--- config.mk ---
export PLATFORM = sky130hd
export DESIGN_NAME = mme_ctrl
export DESIGN_NICKNAME = d
export VERILOG_FILES = /design/src/hdl/mme_pkg.sv /design/src/hdl/mme_ctrl.sv
export VERILOG_INCLUDE_DIRS = /design/src /design/src/hdl
export SDC_FILE = /design/constraint.sdc
export NUM_CORES = 1
export LEC_CHECK = 0
export BUFFER_PORTS_ARGS = -buffer_cell sky130_fd_sc_hd__buf_4
export CORE_ASPECT_RATIO = 0.7
export CORE_MARGIN = 1.5
export CORE_UTILIZATION = 28
export CTS_BUF_LIST = sky130_fd_sc_hd__clkbuf_4
export DETAILED_ROUTE_END_ITERATION = 7
export GPL_ROUTABILITY_DRIVEN = 0
export PLACE_DENSITY = 0.57
export SYNTH_ARGS = -nofsm -noshare
export SYNTH_HDL_FRONTEND = slang
export SYNTH_SLANG_ARGS = --single-unit
--- constraint.sdc ---
create_clock -name clock -period 2.9 [get_ports clock]
set_input_delay 0.58 -clock clock [delete_from_list [all_inputs] [get_ports clock]]
set_output_delay 0.58 -clock clock [all_outputs]
set_load 0.01 [all_outputs]
--- src/hdl/matrix_multiply_engine_macros.svh ---
// Assertion macros shared by the matrix multiply engine modules.
// Each macro checks a property at the rising clock edge and is held off during reset.
`ifndef MATRIX_MULTIPLY_ENGINE_MACROS_SVH
`define MATRIX_MULTIPLY_ENGINE_MACROS_SVH

`ifndef SYNTHESIS

// The antecedent implies the consequent in the same cycle.
`define MME_ASSERT_IMPLY(label, clk, rst, ante, cons) \
   label: assert property (@(posedge clk) disable iff (rst) (ante) |-> (cons)) \
      else $error("mme assertion failed");

// The antecedent implies the consequent in the next cycle.
`define MME_ASSERT_NEXT(label, clk, rst, ante, cons) \
   label: assert property (@(posedge clk) disable iff (rst) (ante) |=> (cons)) \
      else $error("mme assertion failed");

`else

`define MME_ASSERT_IMPLY(label, clk, rst, ante, cons)

`define MME_ASSERT_NEXT(label, clk, rst, ante, cons)

`endif

`endif

--- src/hdl/mme_pkg.sv ---
package mme_pkg;

   // Sizes of the matrix stores and of the arithmetic.
   localparam int MAX_DIM   = 8;
   localparam int FRAC_BITS = 16;
   localparam int DEPTH     = MAX_DIM * MAX_DIM;
   localparam int ADDR_W    = $clog2(DEPTH);
   localparam int IDX_W     = 3;
   localparam int CFG_W     = 4;
   localparam int DATA_W    = 32;
   localparam int PROD_W    = 2 * DATA_W;
   localparam int ACC_W     = PROD_W + $clog2(MAX_DIM);
   localparam int MUL_AW    = IDX_W + CFG_W;

   // Command codes of an input item.
   localparam logic [1:0] CMD_WRITE_A = 2'd0;
   localparam logic [1:0] CMD_WRITE_B = 2'd1;
   localparam logic [1:0] CMD_COMPUTE = 2'd2;

   // Configuration register indexes.
   localparam logic [1:0] CSR_A_ROWS     = 2'd0;
   localparam logic [1:0] CSR_INNER_SIZE = 2'd1;
   localparam logic [1:0] CSR_B_COLS     = 2'd2;

   // Saturation limits of a result element.
   localparam logic [DATA_W-1:0] SAT_MAX = {1'b0, {(DATA_W-1){1'b1}}};
   localparam logic [DATA_W-1:0] SAT_MIN = {1'b1, {(DATA_W-1){1'b0}}};

   // Current matrix dimensions.
   typedef struct packed {
      logic [CFG_W-1:0] a_rows;
      logic [CFG_W-1:0] inner_size;
      logic [CFG_W-1:0] b_cols;
   } dims_type;

   // Commands from the controller to the datapath.
   typedef struct packed {
      logic             wr_a;
      logic             wr_b;
      logic             issue;
      logic             first;
      logic             last_k;
      logic             last_elem;
      logic [IDX_W-1:0] row;
      logic [IDX_W-1:0] col;
      logic [IDX_W-1:0] k;
   } ctrl_cmd_type;

   // Status from the datapath to the controller.
   typedef struct packed {
      dims_type dims;
      logic     result_loaded;
   } dp_status_type;

   // A dimension of zero counts as one, and one above the maximum counts as the maximum.
   function automatic logic [CFG_W-1:0] clamp_dim(input logic [CFG_W-1:0] value);
      logic [CFG_W-1:0] result;
      result = value;
      if (value == '0) begin
         result = CFG_W'(1);
      end else if (value > CFG_W'(MAX_DIM)) begin
         result = CFG_W'(MAX_DIM);
      end
      return result;
   endfunction

endpackage

--- src/hdl/mme_ctrl.sv ---
`include "matrix_multiply_engine_macros.svh"

module mme_ctrl (
   input  logic                  clock,
   input  logic                  reset,
   input  logic                  req_valid,
   input  logic [1:0]            req_cmd,
   output logic                  req_ready,
   input  mme_pkg::dp_status_type status,
   output mme_pkg::ctrl_cmd_type  cmd
);

   typedef enum logic [1:0] {
      ST_IDLE,
      ST_RUN,
      ST_WAIT
   } state_type;

   localparam logic [mme_pkg::IDX_W-1:0] IDX_ONE = mme_pkg::IDX_W'(1);

   state_type                   state_ff;
   logic [mme_pkg::IDX_W-1:0]   row_ff;
   logic [mme_pkg::IDX_W-1:0]   col_ff;
   logic [mme_pkg::IDX_W-1:0]   k_ff;
   logic                        accept;
   logic                        k_last;
   logic                        row_last;
   logic                        col_last;

   // Items are taken only between products.
   assign req_ready = (state_ff == ST_IDLE);
   assign accept    = req_valid && req_ready;

   // Ends of the three loop counters.
   assign k_last   = (mme_pkg::CFG_W'(k_ff) + mme_pkg::CFG_W'(1)) == status.dims.inner_size;
   assign row_last = (mme_pkg::CFG_W'(row_ff) + mme_pkg::CFG_W'(1)) == status.dims.a_rows;
   assign col_last = (mme_pkg::CFG_W'(col_ff) + mme_pkg::CFG_W'(1)) == status.dims.b_cols;

   // Commands to the datapath.
   always_comb begin
      cmd.wr_a      = accept && (req_cmd == mme_pkg::CMD_WRITE_A);
      cmd.wr_b      = accept && (req_cmd == mme_pkg::CMD_WRITE_B);
      cmd.issue     = (state_ff == ST_RUN);
      cmd.first     = (k_ff == '0);
      cmd.last_k    = k_last;
      cmd.last_elem = row_last && col_last;
      cmd.row       = row_ff;
      cmd.col       = col_ff;
      cmd.k         = k_ff;
   end

   // Sequencer over result rows, result columns and the inner index.
   always_ff @(posedge clock) begin
      if (reset) begin
         state_ff <= ST_IDLE;
         row_ff   <= '0;
         col_ff   <= '0;
         k_ff     <= '0;
      end else begin
         unique case (state_ff)
            ST_IDLE: begin
               if (accept && (req_cmd == mme_pkg::CMD_COMPUTE)) begin
                  row_ff   <= '0;
                  col_ff   <= '0;
                  k_ff     <= '0;
                  state_ff <= ST_RUN;
               end
            end
            ST_RUN: begin
               if (k_last) begin
                  state_ff <= ST_WAIT;
               end else begin
                  k_ff <= k_ff + IDX_ONE;
               end
            end
            ST_WAIT: begin
               if (status.result_loaded) begin
                  k_ff <= '0;
                  if (row_last && col_last) begin
                     state_ff <= ST_IDLE;
                  end else begin
                     state_ff <= ST_RUN;
                     if (col_last) begin
                        col_ff <= '0;
                        row_ff <= row_ff + IDX_ONE;
                     end else begin
                        col_ff <= col_ff + IDX_ONE;
                     end
                  end
               end
            end
            default: begin
               state_ff <= ST_IDLE;
            end
         endcase
      end
   end

   // A result only leaves the pipeline while the sequencer waits for it.
   `MME_ASSERT_IMPLY(a_load_in_wait, clock, reset, status.result_loaded, state_ff == ST_WAIT)
   // The last inner step of an element hands over to the wait for its result.
   `MME_ASSERT_NEXT(a_run_to_wait, clock, reset, cmd.issue && cmd.last_k, state_ff == ST_WAIT)
   // A compute command starts at the first inner step.
   `MME_ASSERT_NEXT(a_start, clock, reset, accept && (req_cmd == mme_pkg::CMD_COMPUTE), cmd.issue && cmd.first)

endmodule

# [Word level (Yosys, flattened, before mapping)]
# Index checks and enable logic that the tools add are counted.
[word_totals] reg_bits=11 input_bits=18 out_inout_bits=16 wordCells=54
[op_classes] add_sub_neg=6 n_eq_ne=13 n_mux=17 n_reduce_logical=14
[op_table] cell="$mux 3" n=9
[op_table] cell="$add 3x1->4 const B" n=3
[op_table] cell="$eq 4x4->1" n=3
[op_table] cell="$pmux 3 s2" n=2
[op_table] cell="$add 3x1->3 const B" n=3
[op_table] cell="$pmux 3 s3" n=1
[op_table] cell="$ne 2x2->1 const B" n=4
[op_table] cell="$reduce_and 4->1" n=2
[op_table] cell="$mux 2" n=3
[op_table] cell="$pmux 2 s3" n=1
[op_table] cell="$logic_and 1x1->1" n=5
[op_table] cell="$reduce_and 5->1" n=1
[op_table] cell="$eq 2x1->1 const B" n=2
[op_table] cell="$eq 2x2->1 const B" n=2
[op_table] cell="$logic_not 2->1" n=2
[op_table] cell="$ne 2x1->1 const B" n=2
[op_table] cell="$logic_not 3->1" n=1
[op_table] cell="$reduce_and 3->1" n=1
[op_table] cell="$reduce_bool 3->1" n=1
[op_table] cell="$reduce_bool 2->1" n=1
[op_table] cell="$mux 1" n=1

# [Logic depth before layout (Yosys ltp)]
# Gate-level depths: netlist (run 1).
[depth] word_depth=6 ltp_mapped=6 ltp_nobuf=6

# [Worst setup path after synthesis (run 1)]
# No wires, ideal clock.
[synth_timing] path_type="reg2out" start="register k_ff[0] (netlist name)" end="output port cmd[10] (netlist name)" arrival_ns=1.645 t_required_ns=2.320 path_slack_ns=0.675 path_stages_with_launch=6 path_buffers=1 cell_sequence="dfxtp_1 -> ha_1 -> xor2_1 -> or3_4 -> a211oi_4 -> buf_4"
[synth_between] elab_chain_len=2
[synth_lines] item="from (decl)" line="mme_ctrl.sv:24" source="logic [mme_pkg::IDX_W-1:0] k_ff;"
[synth_lines] item="from (signal assigned)" line="mme_ctrl.sv:73" source="k_ff <= k_ff + IDX_ONE;"
[synth_lines] item="$add 3x1->4" line="mme_ctrl.sv:35" source="assign k_last = (mme_pkg::CFG_W'(k_ff) + mme_pkg::CFG_W'(1)) == status.dims.inner_size;"
[synth_lines] item="$eq 4x4->1" line="mme_ctrl.sv:35"
[synth_lines] item="to (decl)" line="mme_ctrl.sv:10" source="output mme_pkg::ctrl_cmd_type cmd"
# No other way between the ends.

==> results of run 1 <==
[sequential cells by signal (all words and copies together) (netlist names)]
| signal | count |
|---|---|
| k_ff | 3 |
| col_ff | 3 |
| state_ff | 2 |
| row_ff | 3 |
[cell families after synthesis]
kind of cell	Yosys count	share of synthesized area (%)
adder cells (fa/ha/maj)	4	5.222
buffers and inverters	8	4.178
AND/OR/NAND/NOR	41	28.72
flip-flops	11	22.98
XOR/XNOR	9	9.009
multiplexers	5	5.222
AO/OA/AOI/OAI	24	24.67
[layer usage]
| metal | GRT usage, % | wire length [um] | vias to the layer above |
|---|---|---|---|
| li1 | - | - | 449 |
| met4 | 2.516 | 14 | 0 |
| met3 | 4.264 | 111 | 2 |
| met2 | 21.71 | 1099 | 24 |
| met5 | 0 | 0 | - |
| met1 | 15.09 | 1062 | 423 |
[layout make-up]
| cell class | count | area (um2) |
|---|---|---|
| Inverter | 5 | 18.77 |
| Fill cell | 338 | 1938 |
| Sequential cell | 11 | 220.2 |
| Tap cell | 47 | 58.81 |
| Clock buffer | 4 | 30.03 |
| Multi-Input combinational cell | 83 | 698.2 |
| Timing Repair Buffer | 33 | 247.7 |
[worst paths after layout]
kind,from,endpoint,slack [ns],cells after the start
setup / recovery,k_ff[0]$_SDFFE_PP0P_,cmd[10],0.27,5
hold reg to reg,row_ff[1]$_SDFFE_PP0P_,row_ff[1]$_SDFFE_PP0P_,0.53,2
hold / removal,row_ff[1]$_SDFFE_PP0P_,row_ff[1]$_SDFFE_PP0P_,0.53,2
setup reg to reg,k_ff[0]$_SDFFE_PP0P_,k_ff[1]$_SDFFE_PP0P_,0.87,6
[power groups by stage]
stage / Combinational, W / Sequential (W) / Clock [W]
after floorplan: 0.0000447 / 0.000159 / 0
after global placement: 0.0000784 / 0.000160 / 0
after detailed placement: 0.0000815 / 0.000160 / 0
after CTS: 0.0000817 / 0.000156 / 0.000120
after global routing: 0.0000878 / 0.000157 / 0.000126
final: 0.0000808 / 0.000156 / 0.000114
[cells in the final DEF (no fill, tap or decap), drive strengths merged, types with 5 or more instances in the layout]
cell type  instances
buf               33
nand2              6
dfxtp             11
xor2               6
inv                5
mux2i              5
[per-stage QoR]
step	setup slack (ns)	instance area (um2)	util [%]	instances	hold WS, ns
after floorplan	0.6750	958.4	-	102	0.5197
after global placement	0.5783	1244	38.72	179	0.5214
after detailed placement	0.5516	1244	38.72	179	0.5263
after CTS	0.2722	1274	39.66	183	0.5361
after global routing	0.1731	1274	39.66	183	0.5903
final	0.2668	1274	39.66	183	0.5328
[critical path: stages, from the launching register on]
cell,delay [ns]
dfxtp_1,0.40
ha_1,0.27
xor2_1,0.18
or3_4,0.34
a211oi_4,0.40
buf_4,0.20
==> out/metrics.yaml, run 1 <==
run_status: "finished, final reports clean"
power_switching_w: 0.00009354
relSlewSlack_pct: 72.38
fmax_mhz: 379.8
rows: 17
ys.flop_type: "dfxtp_1"
fin_skew_ns: 0.002396
seq_area_frac_synth_pct: 22.98
total_power_w: 0.0003514
clockBufferDepth: 2
dp_hpwl_um: 1886
dr.pass1.iters: 4
synth_top_area_share_pct: 22.98
syn2layout_area_growth_pct: 32.90
path_class: "reg -> out"
worstPathMaxFanout: 9
synth_edf_count: 0
drive_gt1_share_pct: 34.56
sw_frac_of_total_pct: 26.62
final.min_clock_period_ns: 2.633
p_clk_share_pct: 32.5
n_antenna_cell: 0
die_h_um: 51.95
ir_worst_vdd_mv: 0.1569
power_density_mw_per_mm2: 275.9
cts_setup_buffers: 0
root_buffer: "clkbuf_4"
min_path_type: "reg -> reg"
cts_sinks: 11
die_w_um: 72.93
internal_power_w: 0.0002579
start_util_pct: 29.84
tns_ns: 0
ant_nets: 0
synth_common_cells: "dfxtp_1, nand2_1, inv_1, mux2i_1, xor2_1"
hold_buffers: 0
p_comb_share_pct: 23.0
post_cts_resized: 0
grt_max_degree: 19
routed_via_density: 4.907
synth_nets: 124
vias: 898
overflow: 0
core_area_mm2: 0.003212
yosys_warnings: 0
worstSkewPairLatency_ns: 0.27
h-tree-depth: 1
yosys-top-cells-area: "dfxtp_1, ha_1, mux2i_1, xor2_1, a2111oi_4"
syn_avg_cell_area_um2: 9.396
numCtsBuffers: 3
pin_count: 34
synth_cells: 102
crit_path_end_kind: "primary output"
port_buffers: 33
grt_pass1_wl_um: 3643
yosysTopAreaCell: "dfxtp_1"
synth_area_um2: 958.4
slew_viol_final: 0
grt_pass1_vias: 841
seq_power_share_pct: 44.5
ys_seq_elements: 11
drtIter0Drc: 34
synth.distinct_cells: 52
finalCritPeriodShare_pct: 90.80
report.final.setup_viol: 0
worst_slew_pin_slew_ns: 0.4142
drt-total-wl_um: 2287
required_ns: 2.32
drcViolationCount: 0
startpoint_type: "flip-flop"
yosysMostFrequentCell: "dfxtp_1"
clk_pin_slew_ns: 0.07
drv_cap: 0
async_reset_ff_share_pct: 0
hold_viol_final: 0
leakage_nw: 0.5322
grt_usage_pct: 12.51
fin_nets: 159
routedWlPerCell_um: 12.50
rsz0062_at_grt: "no"
tritoncts: "done"
crit_arrival_ns: 2.05
die_area_mm2: 0.003788
antenna_found_initial: 0
Note: power is estimated with default switching activity, not from simulation.
==> run 2: changes to the inputs <==
PLACE_DENSITY = unset   (was 0.57)
PLACE_DENSITY_LB_ADDON = 0.2   (was unset)
RECOVER_POWER = 25   (was unset)
==> run 2 against run 1 <==
Register-to-register slack about the same. Cell area down 1.8%. Non-clock buffer count unchanged. Combinational power rose by 0.7%. Cell count unchanged. Setup slack worse by 0.026 ns. Clock skew decreased by 0.00079 ns. Worst hold slack improved by 0.0053 ns. Wire length rose by 6.7%. Die area did not move. Critical endpoint is now cmd[9]. Highest routed layer unchanged.
==> out/metrics.yaml, run 2 (synthesis gave the netlist of run 1 again) <==
grt.met2_usage_pct: 22.48  # +0.76 points
seq_power_share_pct: 43.9  # -0.6 points
hold_viol_final: 0  # unchanged
worstSkewPairLatency_ns: 0.28  # about the same
drcViolationCount: 0  # unchanged
ant_nets: 0  # unchanged
routedWlPerCell_um: 13.33  # +6.7%
grt_pass1_vias: 882  # +4.9%
clockBufferDepth: 2  # unchanged
antenna_found_initial: 0  # unchanged
crit_path_end_kind: "primary output"
routed_via_density: 4.940  # +0.67%
dp_hpwl_um: 1968  # +4.4%
slew_viol_final: 0  # unchanged
overflow: 0  # unchanged
core_area_mm2: 0.003212  # unchanged
die_h_um: 51.95  # unchanged
drv_cap: 0  # unchanged
die_area_mm2: 0.003788  # unchanged
report.final.setup_viol: 0  # unchanged
root_buffer: "clkbuf_4"
worst_slew_pin_slew_ns: 0.4438  # +0.02959 ns
place_area_mm2: 0.001244  # unchanged
top_usage_layer: "met2"
internal_power_w: 0.0002579  # about the same
drtIter0Drc: 38  # +12%
vias: 904  # +0.67%
cpLargestDelayFamily: "compound AO/OA/AOI/OAI gates"
rows: 17  # unchanged
fmax_mhz: 376.0  # -0.98%
syn2layout_area_growth_pct: 30.55
grt_pass1_wl_um: 4174  # +15%
startpoint_type: "flip-flop"
p_clk_share_pct: 33.2  # +0.7 points
start_util_pct: 29.84  # unchanged
whs_ns: 0.5380  # +0.005260 ns
dr.pass1.iters: 4  # unchanged
tns_ns: 0  # unchanged
max_stage_delay_ns: 0.49  # +0.09 ns
grt_max_degree: 19  # unchanged
final_cell_mix: "buf_4, dfxtp_1, nand2_1, clkbuf_1"
reg_top3: "col_ff x3, k_ff x3, row_ff x3"
stdcell_area_mm2: 0.001251  # -1.8%
power_switching_w: 0.00009752  # +4.3%
drive_gt1_share_pct: 30.15  # -4.4 points
port_buffers: 33  # unchanged
h-tree-depth: 1  # unchanged
rsz0062_at_grt: "no"
cts_setup_buffers: 0  # unchanged
fin_skew_ns: 0.001602  # -0.0007948 ns
path_class: "reg -> out"
final.min_clock_period_ns: 2.659  # +0.02611 ns
use_met1_pct: 18.87  # +3.8 points
crit_chain: "ha_1, xor2_1, a2111oi_4, and2_2, buf_4"
p_comb_share_pct: 22.9  # about the same
dp_slack_ns: 0.5143  # -0.03730 ns
fin_nets: 159  # unchanged
required_ns: 2.32  # about the same
hold_buffers: 0  # unchanged
tritoncts: "done"
numCtsBuffers: 3  # unchanged
pin_count: 34  # unchanged
finalCritPeriodShare_pct: 91.70  # +0.90 points
relSlewSlack_pct: 70.41  # -2.0 points
grt_usage_pct: 14.74  # +2.2 points
n_antenna_cell: 0  # unchanged
post_cts_resized: 0  # unchanged
worstPathMaxFanout: 7  # -2
cp.buffers_inverters: 1  # unchanged
crit_arrival_ns: 2.08  # +0.03 ns
die_w_um: 72.93  # unchanged
power_density_mw_per_mm2: 284.1  # +3.0%
leakage_nw: 0.5066  # -4.8%
clk_pin_slew_ns: 0.07  # about the same
drt-total-wl_um: 2440  # +6.7%
cts_sinks: 11  # unchanged
gr-usage-met3_pct: 5.620  # +1.4 points
run_status: "finished, final reports clean"
sw_frac_of_total_pct: 27.44  # +0.82 points
min_path_type: "reg -> reg"
ir_worst_vdd_mv: 0.1451  # -7.5%
crit_slowest_cell: "a2111oi_4"
final_common_cell: "buf_4"
worst_slack_ns: 0.2407  # -0.02611 ns
## run 2: cell types whose count changed in the layout (fill, tap and decap cells not counted), sizes merged
cell	before	now
buf	33	27
clkbuf	4	10
## run 2: per-stage QoR
step	util, %	power, W	instances
2_1_floorplan	-	0.0002042	102
3_3_place_gp	38.72	0.0002387	179
3_5_place_dp	38.72	0.0002416	179
4_1_cts	39.66	0.0003598	183
5_1_grt	38.96	0.0003805	183
6_report	38.96	0.0003555	183
## run 2: worst paths after layout
check	startpoint	to	slack [ns]	cells after the start
max	row_ff[0]$_SDFFE_PP0P_	cmd[9]	0.24	5
min	col_ff[1]$_SDFFE_PP0P_	col_ff[1]$_SDFFE_PP0P_	0.54	2
max reg2reg	k_ff[0]$_SDFFE_PP0P_	k_ff[1]$_SDFFE_PP0P_	0.86	6
min reg2reg	col_ff[1]$_SDFFE_PP0P_	col_ff[1]$_SDFFE_PP0P_	0.54	2
## run 2: power by group through the flow
| stage | sequential [W] | combinational (W) | clock, W |
|---|---|---|---|
| finish | 0.000156 | 0.0000814 | 0.000118 |
| global route | 0.000157 | 0.0000895 | 0.000134 |
| CTS | 0.000156 | 0.0000820 | 0.000122 |
| detailed placement | 0.000160 | 0.0000818 | 0 |
| global placement | 0.000160 | 0.0000789 | 0 |
| floorplan | 0.000159 | 0.0000447 | 0 |
## run 2: worst reg2reg max path, cell delays in order (launching register included)
cell      delay (ns)
dfxtp_1         0.47
inv_1           0.09
ha_1            0.34
xor2_1          0.30
a211oi_4        0.12
or4bb_1         0.50
a21oi_1         0.16
## run 2: cell type report
| cell class | count | area, um2 |
|---|---|---|
| Multi-Input combinational cell | 83 | 698.2 |
| Inverter | 5 | 18.77 |
| Clock buffer | 4 | 30.03 |
| Tap cell | 47 | 58.81 |
| Fill cell | 341 | 1961 |
| Timing Repair Buffer | 33 | 225.2 |
| Sequential cell | 11 | 220.2 |
## run 2: routing by layer
| metal | up-vias | share of wire [%] | routed length (um) |
|---|---|---|---|
| li1 | 453 | - | - |
| met1 | 411 | 45 | 1105 |
| met2 | 32 | 45 | 1108 |
| met3 | 8 | 7.6 | 186 |
| met4 | 0 | 1.6 | 39 |
| met5 | - | 0 | 0 |
